--- src/gf16_pkg.sv ---
// shared types, constants and GF(2^16) arithmetic functions
package gf16_pkg;

    // field size and reduction polynomial x^16 + x^5 + x^3 + x^2 + 1
    localparam int unsigned ELEM_W  = 16;
    localparam int unsigned EXP_W   = 32;
    localparam int unsigned NUM_STAGES = EXP_W;
    localparam logic [ELEM_W:0] GF_POLY = 17'h1002d;

    // operation codes
    localparam logic CMD_MUL = 1'b0;
    localparam logic CMD_POW = 1'b1;

    // payload carried down the square-and-multiply pipeline
    typedef struct packed {
        logic               zero;   // power of a zero base, forces result 0
        logic [ELEM_W-1:0]  acc;    // running product
        logic [ELEM_W-1:0]  sq;     // running square of the base
        logic [EXP_W-1:0]   exp;    // exponent bits not yet consumed, lsb next
    } gf16_lane_t;

    // reduce a 31-bit carryless product modulo the field polynomial
    function automatic logic [ELEM_W-1:0] gf_reduce(input logic [2*ELEM_W-2:0] p);
        logic [ELEM_W+3:0] t;
        logic [ELEM_W-1:0] u;
        logic [ELEM_W-2:0] h;
        logic [3:0]        g;
        h = p[2*ELEM_W-2:ELEM_W];
        t = {4'b0, p[ELEM_W-1:0]};
        // first fold: high bits times the low part of the polynomial
        for (int j = 0; j < 6; j++)
        begin
            if (GF_POLY[j])
                t = t ^ ({5'b0, h} << j);
        end
        g = t[ELEM_W+3:ELEM_W];
        u = t[ELEM_W-1:0];
        // second fold: at most four bits remain above the field width
        for (int j = 0; j < 6; j++)
        begin
            if (GF_POLY[j])
                u = u ^ ({12'b0, g} << j);
        end
        return u;
    endfunction

    // field product
    function automatic logic [ELEM_W-1:0] gf_mul(input logic [ELEM_W-1:0] a,
                                                 input logic [ELEM_W-1:0] b);
        logic [2*ELEM_W-2:0] p;
        p = '0;
        for (int i = 0; i < ELEM_W; i++)
        begin
            if (b[i])
                p = p ^ ({15'b0, a} << i);
        end
        return gf_reduce(p);
    endfunction

    // field square: spread bits, then reduce
    function automatic logic [ELEM_W-1:0] gf_sqr(input logic [ELEM_W-1:0] a);
        logic [2*ELEM_W-2:0] p;
        p = '0;
        for (int i = 0; i < ELEM_W; i++)
        begin
            p[2*i] = a[i];
        end
        return gf_reduce(p);
    endfunction

endpackage

--- src/gf16_step.sv ---
// one registered square-and-multiply step of the power pipeline
module gf16_step
(
    input  logic                 clk,
    input  logic                 rst_n,
    input  logic                 valid_in,
    input  gf16_pkg::gf16_lane_t lane_in,
    output logic                 valid_out,
    output gf16_pkg::gf16_lane_t lane_out
);

    logic                 valid_reg;
    gf16_pkg::gf16_lane_t lane_reg;
    gf16_pkg::gf16_lane_t lane_next;
    logic [gf16_pkg::ELEM_W-1:0] prod;

    // multiply in the square when the current exponent bit is set
    always_comb
    begin
        prod = gf16_pkg::gf_mul(lane_in.acc, lane_in.sq);
        lane_next.zero = lane_in.zero;
        lane_next.acc  = lane_in.exp[0] ? prod : lane_in.acc;
        lane_next.sq   = gf16_pkg::gf_sqr(lane_in.sq);
        lane_next.exp  = {1'b0, lane_in.exp[gf16_pkg::EXP_W-1:1]};
    end

    // valid bit
    always_ff @(posedge clk or negedge rst_n)
    begin
        if (!rst_n)
            valid_reg <= 1'b0;
        else
            valid_reg <= valid_in;
    end

    // payload
    always_ff @(posedge clk)
    begin
        lane_reg <= lane_next;
    end

    assign valid_out = valid_reg;
    assign lane_out  = lane_reg;

endmodule

--- config.mk ---
export PLATFORM = sky130hd
export DESIGN_NAME = gf16_step
export DESIGN_NICKNAME = d
export VERILOG_FILES = /design/src/gf16_pkg.sv /design/src/gf16_step.sv
export SDC_FILE = /design/constraint.sdc
export NUM_CORES = 1
export LEC_CHECK = 0
export BUFFER_PORTS_ARGS = -buffer_cell sky130_fd_sc_hd__clkbuf_2
export CAP_MARGIN = 20
export CELL_PAD_IN_SITES_DETAIL_PLACEMENT = 0
export CELL_PAD_IN_SITES_GLOBAL_PLACEMENT = 2
export CORE_MARGIN = 2
export CORE_UTILIZATION = 31
export DETAILED_ROUTE_END_ITERATION = 16
export HOLD_SLACK_MARGIN = 0.02
export PLACE_DENSITY = 0.81
export SYNTH_ARGS = -nofsm -noshare
export SYNTH_HDL_FRONTEND = slang
export SYNTH_SLANG_ARGS = --single-unit
--- constraint.sdc ---
create_clock -name clk -period 0.8 [get_ports clk]
set_input_delay 0.16 -clock clk [delete_from_list [all_inputs] [get_ports clk]]
set_output_delay 0.16 -clock clk [all_outputs]
set_load 0.1 [all_outputs]
==> results by group, run 1 <==
Outcome
  • Status: complete, but fails checks
  • Failing checks: negative setup slack

GRT
  • Number of global-route vias before repair: 5,786
  • Gr usage total: 0.229
  • Initial antenna violation count: 0
  • Global-route wire length before repair: 32,200 um
  • Gr ovfl total: 0
  • Largest net degree at the start of global routing: 18

Critical path
  • Crit path DAT: 2.12 ns
  • WS Path Type: in -> reg
  • Critical path required time: 1.01 ns
  • Crit. End Element: register
  • Crit path max fanout: 5
  • CP Launch Type: input pin

Placement
  • Dpl cell area: 8300 um2
  • Post-place setup slack: -1.63 ns
  • I/O Buffers: 132
  • Placer Congestion: 0.943
  • Dpl cells: 1,130
  • HPWL after DPL: 15,100 um

Timing
  • Max-slew violation count: 0
  • Hold slack: 0.150 ns
  • Max Clk Rate: 522 MHz
  • Setup Viol. Count Final: 86
  • Period minus WS final: 1.91 ns
  • Period Utilization, post-route: 2.39
  • Setup slack after layout: -1.11 ns
  • Hold Fails Final Rpt: 0
  • RSZ-0062 raised after global routing: yes

Routing
  • Vias: 5,628
  • ANT nets after route: 0
  • First-iteration detailed-routing DRC count: 329
  • DR vias/cell: 4.64
  • Post-DR wirelength/cell: 17.8 um
  • DRT Pass-1 Iters: 5
  • DRC Markers: 0
  • WL final: 21,600 um

Clock tree
  • Root buffer cell: clkbuf_16
  • Worst-path clk slew: 0.05 ns
  • CTS Sinks: 65
  • Total CTS buffers: 9
  • Clk buf depth: 2
  • Htree depth: 3
  • TritonCTS clock tree: yes

Pwr
  • Static leakage: 4.74 nW
  • Clock network power share: 0.128
  • Int Power: 0.0167 W
  • Switching Fraction: 0.432
  • VDD IR-drop max: 3210 uV
  • Power per cell area: 2770 nW/um2
  • Flop pwr share: 0.158
  • Net Switching: 0.0127 W
  • Combinational cell fraction of total power: 0.714

Logic synthesis
  • Syn nets: 787
  • Mapped Area: 5490 um2
  • Post-synth cell types: 27
  • Flops & latches, synth: 65
  • Post-synth top area share: 0.316
  • Number of synthesized flops with an enable pin: 0
  • Async SR Flop Fraction: 0.0154
  • Top cells by area, synth: xnor2_1, dfxtp_1, nand2_1
  • Seq/Total Area, Yosys: 0.238
  • Top cells by count, synth: nand2_1, xnor2_1, xor2_1
  • Synth Instances: 719
  • Synth Warn #: 0
  • Most common cell in the netlist: nand2_1
  • Post-synth top flop: dfxtp_1
  • Post-synth top area cell: xnor2_1
  • Syn Area/Cell: 7.64 um2

Floorplan
  • Core Area: 17,300 um2
  • Starting Density: 0.317
  • Die area: 18,800 um2
  • Die height: 137 um
  • I/O Pins: 134
  • Row Count: 48
  • Die width: 137 um

Finish
  • Final non-filler cell total: 1,212
  • Ant diodes: 0
  • Share of layout cells above drive strength 1: 0.534
  • Nets: 1,050
  • Final Instance Area: 10,600 um2
  • Area Overhead vs Synth: 93.5%
  • Multi-input logic area: 4890 um2
  • Number of fill cells: 1,367
  • Reg area: 1400 um2
  • Finished Core Util: 0.614

Hold path
  • Hold Crit Class: in -> async

Run
  • Max cap viols: 0
-- cell usage in the layout (no fill, tap or decap), types with 2 or more instances in the layout --
cell             n
clkbuf_2        40
clkbuf_1         3
xnor2_4          6
nor2_1          12
nand2b_4         3
inv_1            2
buf_12          67
mux2_4           2
xor2_4           4
xor2_2          22
a22oi_2          2
o21ai_0          2
xnor3_2          8
nand2_4         17
clkinv_2         2
dlygate4sd3_1   34
xnor2_1        143
buf_6           43
a21oi_1         10
nand2_2         39
dfxtp_2         60
xor2_1          44
xnor3_1          4
buf_4           97
nand2_1        199
nand2b_1         2
dfxtp_4          4
xnor2_2         51
clkbuf_8         9
clkbuf_16       17
buf_8           21
a21oi_2          5
-- per-layer routing --
layer / share of wire / wire [um] / track usage / vias up
met3: 0.073 / 1590 / 0.0348 / 32
met1: 0.40 / 8540 / 0.276 / 2688
met4: 0.022 / 472 / 0.0619 / 0
li1: - / - / - / 2653
met5: 0 / 0 / 0 / -
met2: 0.51 / 11000 / 0.419 / 255
-- flip-flops by register name, summed over array words and instances (netlist names) --
signal,count
valid_out,1
lane_out,64
-- layout make-up --
type / count / share of cell area
Clock buffer: 13 / 0.0235
Tap cell: 225 / 0.0265
Timing Repair Buffer: 320 / 0.354
Multi-Input combinational cell: 584 / 0.460
Clock inverter: 3 / 0.00377
Inverter: 2 / 0.000706
Sequential cell: 65 / 0.132
-- power groups by stage --
stage	combinational, W	clock, W	sequential, W
5_1_grt	0.0220	0.00399	0.00472
2_1_floorplan	0.00747	0	0.00892
3_3_place_gp	0.0175	0	0.00469
3_5_place_dp	0.0176	0	0.00471
6_report	0.0210	0.00376	0.00467
4_1_cts	0.0198	0.00385	0.00466
-- cell families (layout without fill, tap and decap cells) --
kind of cell,count (synthesis),in the layout,share of synthesized area
flip-flops,65,65,0.238
AND/OR/NAND/NOR,276,276,0.193
buffers and inverters,70,338,0.0574
XOR/XNOR,282,282,0.483
AO/OA/AOI/OAI,22,22,0.0219
other,1,1,0.000683
multiplexers,3,3,0.00615
-- worst paths after layout --
| path | start | endpoint | cells past startpoint |
|---|---|---|---|
| min in group clk | lane_in[38] | lane_out[44] | 3 |
| worst max-delay path | lane_in[39] | lane_out[50] | 9 |
| worst min-delay path | rst_n | valid_out | 2 |
| max in group asynchronous | rst_n | valid_out | 2 |
-- critical path, stage by stage --
cell	delay, ns
clkbuf_16	0.12
nand2_4	0.05
xnor2_2	0.14
xnor3_2	0.48
xnor3_2	0.44
xnor2_2	0.17
xnor2_2	0.15
and3_1	0.19
a211o_1	0.22
-- stage by stage --
step	total power, W	setup TNS (ns)
3_5_place_dp	0.0223	-30.04
6_report	0.0294	-29.42
2_1_floorplan	0.0164	-16.86
5_1_grt	0.0307	-32.27
3_3_place_gp	0.0222	-29.63
4_1_cts	0.0283	-29.95
-- what timing repair did --
item                       in CTS  in global routing
cloned                          2                  1
pin swaps                      73                 75
setup endpoints to repair      92                 88
hold buffers                   34                  0
gates resized for setup       168                128
hold endpoints to repair       34                  0
buffers inserted               23                 13
(Power assumes the default switching activity.)
==> run 2, diff against run 1 <==
--- a/config.mk
+++ b/config.mk
@@ -11,9 +11,10 @@
 export CELL_PAD_IN_SITES_GLOBAL_PLACEMENT = 2
 export CORE_MARGIN = 2
 export CORE_UTILIZATION = 31
+export CTS_BUF_LIST = sky130_fd_sc_hd__clkbuf_4 sky130_fd_sc_hd__clkbuf_8 sky130_fd_sc_hd__clkbuf_16
 export DETAILED_ROUTE_END_ITERATION = 16
 export HOLD_SLACK_MARGIN = 0.02
-export PLACE_DENSITY = 0.81
+export PLACE_DENSITY = 0.93
 export SYNTH_ARGS = -nofsm -noshare
 export SYNTH_HDL_FRONTEND = slang
 export SYNTH_SLANG_ARGS = --single-unit
==> results by group, run 2 (synthesized netlist as in run 1, its figures left out) <==
Outcome
  • Status: complete, but fails checks (unchanged)
  • Failing checks: negative setup slack (unchanged)

Routing
  • DRT Pass-1 Iters: 4 (was 5)
  • DR vias/cell: 4.50 (was 4.64)
  • DRC Markers: 0 (unchanged)
  • ANT nets after route: 0 (unchanged)
  • Vias: 5,470 (was 5,628)
  • Post-DR wirelength/cell: 17.3 um (was 17.8 um)
  • First-iteration detailed-routing DRC count: 282 (was 329)
  • WL final: 21,000 um (was 21,600 um)

Floorplan
  • Row Count: 48 (unchanged)
  • Starting Density: 0.317 (unchanged)
  • Core Area: 17,300 um2 (unchanged)
  • Die area: 18,800 um2 (unchanged)
  • Die height: 137 um (unchanged)
  • I/O Pins: 134 (unchanged)
  • Die width: 137 um (unchanged)

Clock tree
  • Htree depth: 3 (unchanged)
  • Total CTS buffers: 9 (unchanged)
  • TritonCTS clock tree: yes (unchanged)
  • Root buffer cell: clkbuf_16 (unchanged)
  • CTS Sinks: 65 (unchanged)
  • Worst-path clk slew: 0.05 ns (about the same)
  • Clk buf depth: 2 (unchanged)

Critical path
  • Slowest-stage cell, CP: xnor3_1 (was xnor3_2)
  • WS Path Type: in -> reg (unchanged)
  • Crit path DAT: 2.15 ns (was 2.12 ns)
  • CP Launch Type: input pin (unchanged)
  • WP buf/inv: 2 (was 1)
  • Critical Path Max Stage Delay: 0.46 ns (was 0.48 ns)
  • Crit. End Element: register (unchanged)
  • Largest delay share family, worst path: XOR/XNOR gates (unchanged)
  • Crit path max fanout: 6 (was 5)
  • Crit-path cells: clkbuf_16 > buf_12 > nand2_2 > xnor2_4 > xnor2_2 > xnor3_1 > xnor3_2 > xnor2_2 > and3_1 > a211o_1 (was clkbuf_16 > nand2_4 > xnor2_2 > xnor3_2 > xnor3_2 > xnor2_2 > xnor2_2 > and3_1 > a211o_1)
  • Critical path required time: 1.01 ns (about the same)
  • Crit path top cell by count: xnor2_2 (unchanged)

Placement
  • Post-place setup slack: -1.67 ns (was -1.63 ns)
  • Placer Congestion: 0.905 (was 0.943)
  • I/O Buffers: 132 (unchanged)
  • HPWL after DPL: 14,700 um (was 15,100 um)

GRT
  • Global-route wire length before repair: 31,100 um (was 32,200 um)
  • GRT Max-Usage Layer: met2 (unchanged)
  • Routing usage on met3: 0.0344 (was 0.0348)
  • GR met2 Demand/Resource: 0.395 (was 0.419)
  • Number of global-route vias before repair: 5,506 (was 5,786)
  • Gr usage total: 0.221 (was 0.229)
  • Met1 GRT Util: 0.268 (was 0.276)
  • Gr ovfl total: 0 (unchanged)
  • Initial antenna violation count: 0 (unchanged)
  • Largest net degree at the start of global routing: 18 (unchanged)

Run
  • Max cap viols: 0 (unchanged)

Finish
  • Most frequent cells in the layout: nand2_1, xnor2_1, buf_4, buf_12, dfxtp_2 (unchanged)
  • Multi-input logic area: 4830 um2 (was 4890 um2)
  • Reg area: 1390 um2 (was 1400 um2)
  • Number of fill cells: 1,349 (was 1,367)
  • Area Overhead vs Synth: 92.7% (was 93.5%)
  • Share of layout cells above drive strength 1: 0.523 (was 0.534)
  • Most common cell after layout, fill and taps aside: nand2_1 (unchanged)
  • Max reg flops: 64 (unchanged)
  • Nets: 1,054 (was 1,050)
  • Ant diodes: 0 (unchanged)

Pwr
  • Power per cell area: 2850 nW/um2 (was 2770 nW/um2)
  • Static leakage: 4.71 nW (was 4.74 nW)
  • VDD IR-drop max: 1900 uV (was 3210 uV)

Hold path
  • Hold Crit Class: in -> async (unchanged)

Timing
  • Setup Viol. Count Final: 83 (was 86)
  • RSZ-0062 raised after global routing: yes (unchanged)
  • Hold slack: 0.152 ns (was 0.150 ns)
  • Setup slack after layout: -1.14 ns (was -1.11 ns)
  • Max Clk Rate: 516 MHz (was 522 MHz)
  • Period minus WS final: 1.94 ns (was 1.91 ns)
  • Hold Fails Final Rpt: 0 (unchanged)
  • Max-slew violation count: 0 (unchanged)
  • TNS Setup: -29.34 ns (was -29.42 ns)
  • Period Utilization, post-route: 2.42 (was 2.39)
run 2: how the worst max path moves through the flow:
stage / startpoint / endpoint / slack, ns / depth (start not counted)
after floorplan: lane_in[36] / lane_out[50] / -1.30 / 9
after global placement: lane_in[61] / lane_out[54] / -1.62 / 11
after detailed placement: lane_in[61] / lane_out[54] / -1.67 / 11
after CTS: lane_in[57] / lane_out[50] / -1.10 / 10
after global routing: lane_in[59] / lane_out[53] / -1.22 / 11
final: lane_in[63] / lane_out[50] / -1.14 / 10
run 2: layout make-up:
type,count,share of cell area
clock buffer,11,0.0227
timing repair buffer,324,0.354
inverter,2,0.000710
multi-input combinational,584,0.457
sequential,65,0.132
clock inverter,5,0.00757
tap,225,0.0266
run 2: through the flow:
step                cell area, um2   util  total power, W  cells
floorplan                     6280      -          0.0164    719
global placement              8320  0.481          0.0225   1133
detailed placement            8320  0.481          0.0226   1133
CTS                          10100  0.587          0.0292   1209
global route                 10600  0.612          0.0314   1216
finish                       10600  0.612          0.0301   1216
run 2: power by group:
group	total (W)	leakage (nW)	internal (W)	switching, W
combinational	0.0214	4.01	0.0104	0.0110
sequential	0.00461	0.551	0.00406	0.000547
clock	0.00410	0.153	0.00279	0.00131
run 2: layer usage:
metal	vias to the layer above	share of wire
li1	2656	-
met2	229	0.50
met4	0	0.025
met1	2551	0.40
met3	34	0.083
met5	-	0
run 2: timing repair:
item,in CTS,in global routing
hold buffers,34,0
cloned,2,0
setup buffers,28,9
pin swaps,78,64
endpoints found under the hold margin,34,0
resized for setup,178,80
endpoints found under the setup margin,90,83
==> run 3, diff against run 2 <==
--- a/config.mk
+++ b/config.mk
@@ -5,16 +5,17 @@
 export SDC_FILE = /design/constraint.sdc
 export NUM_CORES = 1
 export LEC_CHECK = 0
+export ABC_AREA = 1
 export BUFFER_PORTS_ARGS = -buffer_cell sky130_fd_sc_hd__clkbuf_2
 export CAP_MARGIN = 20
 export CELL_PAD_IN_SITES_DETAIL_PLACEMENT = 0
 export CELL_PAD_IN_SITES_GLOBAL_PLACEMENT = 2
 export CORE_MARGIN = 2
-export CORE_UTILIZATION = 31
+export CORE_UTILIZATION = 30
 export CTS_BUF_LIST = sky130_fd_sc_hd__clkbuf_4 sky130_fd_sc_hd__clkbuf_8 sky130_fd_sc_hd__clkbuf_16
 export DETAILED_ROUTE_END_ITERATION = 16
 export HOLD_SLACK_MARGIN = 0.02
-export PLACE_DENSITY = 0.93
+export PLACE_DENSITY = 0.94
 export SYNTH_ARGS = -nofsm -noshare
 export SYNTH_HDL_FRONTEND = slang
 export SYNTH_SLANG_ARGS = --single-unit
==> results by group, run 3 <==
Critical path
  • WS Path Type: in -> reg (unchanged)
  • Crit path max fanout: 6 (unchanged)
  • CP Launch Type: input pin (unchanged)
  • Critical path required time: 1.06 ns (was 1.01 ns)
  • Crit path DAT: 1.83 ns (was 2.15 ns)
  • Crit. End Element: register (unchanged)

GRT
  • Met1 GRT Util: 0.281 (was 0.268)
  • Initial antenna violation count: 0 (unchanged)
  • Number of global-route vias before repair: 7,902 (was 5,506)
  • GRT Max-Usage Layer: met2 (unchanged)
  • Gr usage total: 0.212 (was 0.221)
  • Routing usage on met3: 0.0204 (was 0.0344)
  • GR met2 Demand/Resource: 0.366 (was 0.395)
  • Gr ovfl total: 0 (unchanged)
  • Global-route wire length before repair: 41,200 um (was 31,100 um)
  • Largest net degree at the start of global routing: 19 (was 18)

Timing
  • Hold Fails Final Rpt: 0 (unchanged)
  • Period minus WS final: 1.57 ns (was 1.94 ns)
  • Setup Viol. Count Final: 84 (was 83)
  • Period Utilization, post-route: 1.97 (was 2.42)
  • RSZ-0062 raised after global routing: yes (unchanged)
  • Setup slack after layout: -0.773 ns (was -1.14 ns)
  • Max-slew violation count: 0 (unchanged)
  • Max Clk Rate: 636 MHz (was 516 MHz)

Routing
  • Vias: 8,332 (was 5,470)
  • First-iteration detailed-routing DRC count: 488 (was 282)
  • ANT nets after route: 0 (unchanged)
  • DRC Markers: 0 (unchanged)
  • DR vias/cell: 4.58 (was 4.50)
  • Post-DR wirelength/cell: 14.9 um (was 17.3 um)
  • DRT Pass-1 Iters: 5 (was 4)
  • WL final: 27,200 um (was 21,000 um)

Run
  • Max cap viols: 0 (unchanged)

Logic synthesis
  • Number of synthesized flops with an enable pin: 0 (unchanged)
  • Post-synth cell types: 29 (was 27)
  • Mapped Area: 7170 um2 (was 5490 um2)
  • Synth Instances: 1,204 (was 719)
  • Post-synth top area share: 0.303 (was 0.316)
  • Async SR Flop Fraction: 0.0154 (unchanged)
  • Flops & latches, synth: 65 (unchanged)
  • Synth Warn #: 0 (unchanged)
  • Top cells by area, synth: nand2_1, dfxtp_1, xnor2_1 (was xnor2_1, dfxtp_1, nand2_1)
  • Seq/Total Area, Yosys: 0.182 (was 0.238)
  • Post-synth top area cell: nand2_1 (was xnor2_1)
  • Post-synth top flop: dfxtp_1 (unchanged)
  • Most common cell in the netlist: nand2_1 (unchanged)
  • Syn Area/Cell: 5.96 um2 (was 7.64 um2)
  • Top cells by count, synth: nand2_1, nand3_1, xnor2_1 (was nand2_1, xnor2_1, xor2_1)
  • Syn nets: 1,272 (was 787)

Finish
  • Most frequent cells in the layout: nand2_1, nand2_2, buf_4, buf_12, inv_1 (was nand2_1, xnor2_1, buf_4, buf_12, dfxtp_2)
  • Max reg flops: 64 (unchanged)
  • Final Instance Area: 13,400 um2 (was 10,600 um2)
  • Most common cell after layout, fill and taps aside: nand2_1 (unchanged)
  • Share of layout cells above drive strength 1: 0.473 (was 0.523)
  • Area Overhead vs Synth: 86.9% (was 92.7%)
  • Nets: 1,563 (was 1,054)
  • Ant diodes: 0 (unchanged)
  • Final non-filler cell total: 1,819 (was 1,216)

Placement
  • Dpl cell area: 10,300 um2 (was 8320 um2)
  • I/O Buffers: 132 (unchanged)
  • HPWL after DPL: 19,700 um (was 14,700 um)
  • Placer Congestion: 0.885 (was 0.905)
  • Dpl cells: 1,729 (was 1,133)

Floorplan
  • Starting Density: 0.305 (was 0.317)
  • Core Area: 23,500 um2 (was 17,300 um2)
  • I/O Pins: 134 (unchanged)
  • Die height: 159 um (was 137 um)
  • Row Count: 56 (was 48)
  • Die area: 25,200 um2 (was 18,800 um2)
  • Die width: 159 um (was 137 um)

Hold path
  • Hold Crit Class: in -> async (unchanged)

Clock tree
  • CTS Sinks: 65 (unchanged)
  • Worst-path clk slew: 0.05 ns (about the same)
  • Root buffer cell: clkbuf_16 (unchanged)
  • Total CTS buffers: 9 (unchanged)
  • TritonCTS clock tree: yes (unchanged)
  • Htree depth: 3 (unchanged)
  • Clk buf depth: 2 (unchanged)

Outcome
  • Failing checks: negative setup slack (unchanged)
  • Status: complete, but fails checks (unchanged)

Pwr
  • VDD IR-drop max: 1440 uV (was 1900 uV)
  • Static leakage: 6.72 nW (was 4.71 nW)
  • Power per cell area: 1820 nW/um2 (was 2850 nW/um2)
run 3: per-stage QoR:
step	setup TNS, ns	hold WS, ns	total power, W	setup WS, ns	util
floorplan	-11.84	-0.136	0.0133	-0.725	-
global placement	-24.79	-0.0647	0.0177	-1.30	0.440
detailed placement	-25.17	-0.0634	0.0179	-1.29	0.440
CTS	-24.39	0.132	0.0236	-0.706	0.531
global route	-27.60	0.161	0.0259	-0.907	0.571
finish	-23.98	0.152	0.0244	-0.773	0.571
run 3: cell type report:
class	count	area (um2)
fill	2015	10100
multi-input combinational	969	6420
timing repair buffer	347	4480
sequential	65	1390
tap	319	399
inverter	103	397
clock buffer	14	282
clock inverter	2	35.0
run 3: per-layer routing:
metal | vias to the layer above | part of all wire | wire [um]
li1 | 4192 | - | -
met1 | 3862 | 0.45 | 12200
met2 | 241 | 0.48 | 12900
met3 | 37 | 0.055 | 1500
met4 | 0 | 0.022 | 593
met5 | - | 0 | 0
run 3: final timing paths:
path | from | end | cells after the start
max in group asynchronous | rst_n | valid_out | 2
worst min-delay path | rst_n | valid_out | 2
worst max-delay path | lane_in[62] | lane_out[62] | 13
min in group clk | lane_in[39] | lane_out[46] | 3
run 3: cells by family (layout without fill, tap and decap cells):
| family | count (synthesis) | in the layout | synth area share |
|---|---|---|---|
| AO/OA/AOI/OAI | 4 | 4 | 0.00314 |
| XOR/XNOR | 202 | 202 | 0.257 |
| buffers and inverters | 170 | 466 | 0.120 |
| flip-flops | 65 | 65 | 0.182 |
| other | 1 | 1 | 0.000523 |
| AND/OR/NAND/NOR | 762 | 762 | 0.438 |
run 3: worst max-delay path, stage by stage:
cell and delay [ns]:
clkbuf_16 0.14, buf_12 0.15, buf_6 0.11, nand2_4 0.05, xor2_1 0.14, nand2_1 0.10, nand2_4 0.16, buf_6 0.14
xor2_4 0.16, xor2_2 0.21, nand3b_1 0.13, nand3_1 0.08, nand2_1 0.07
run 3: timing repair:
action	4_1_cts	5_1_grt
hold buffers	34	0
endpoints found under the setup margin	92	87
buffers inserted	16	17
gates resized for setup	291	177
hold endpoints to repair	34	0
gates cloned	5	4
pin swaps	125	118
run 3: report_power, final:
| part | leakage, nW | internal [W] | switching (W) |
|---|---|---|---|
| Clock | 0.160 | 0.00273 | 0.00132 |
| Combinational | 6.00 | 0.00652 | 0.00963 |
| Sequential | 0.552 | 0.00385 | 0.000396 |
| Total | 6.72 | 0.0131 | 0.0113 |
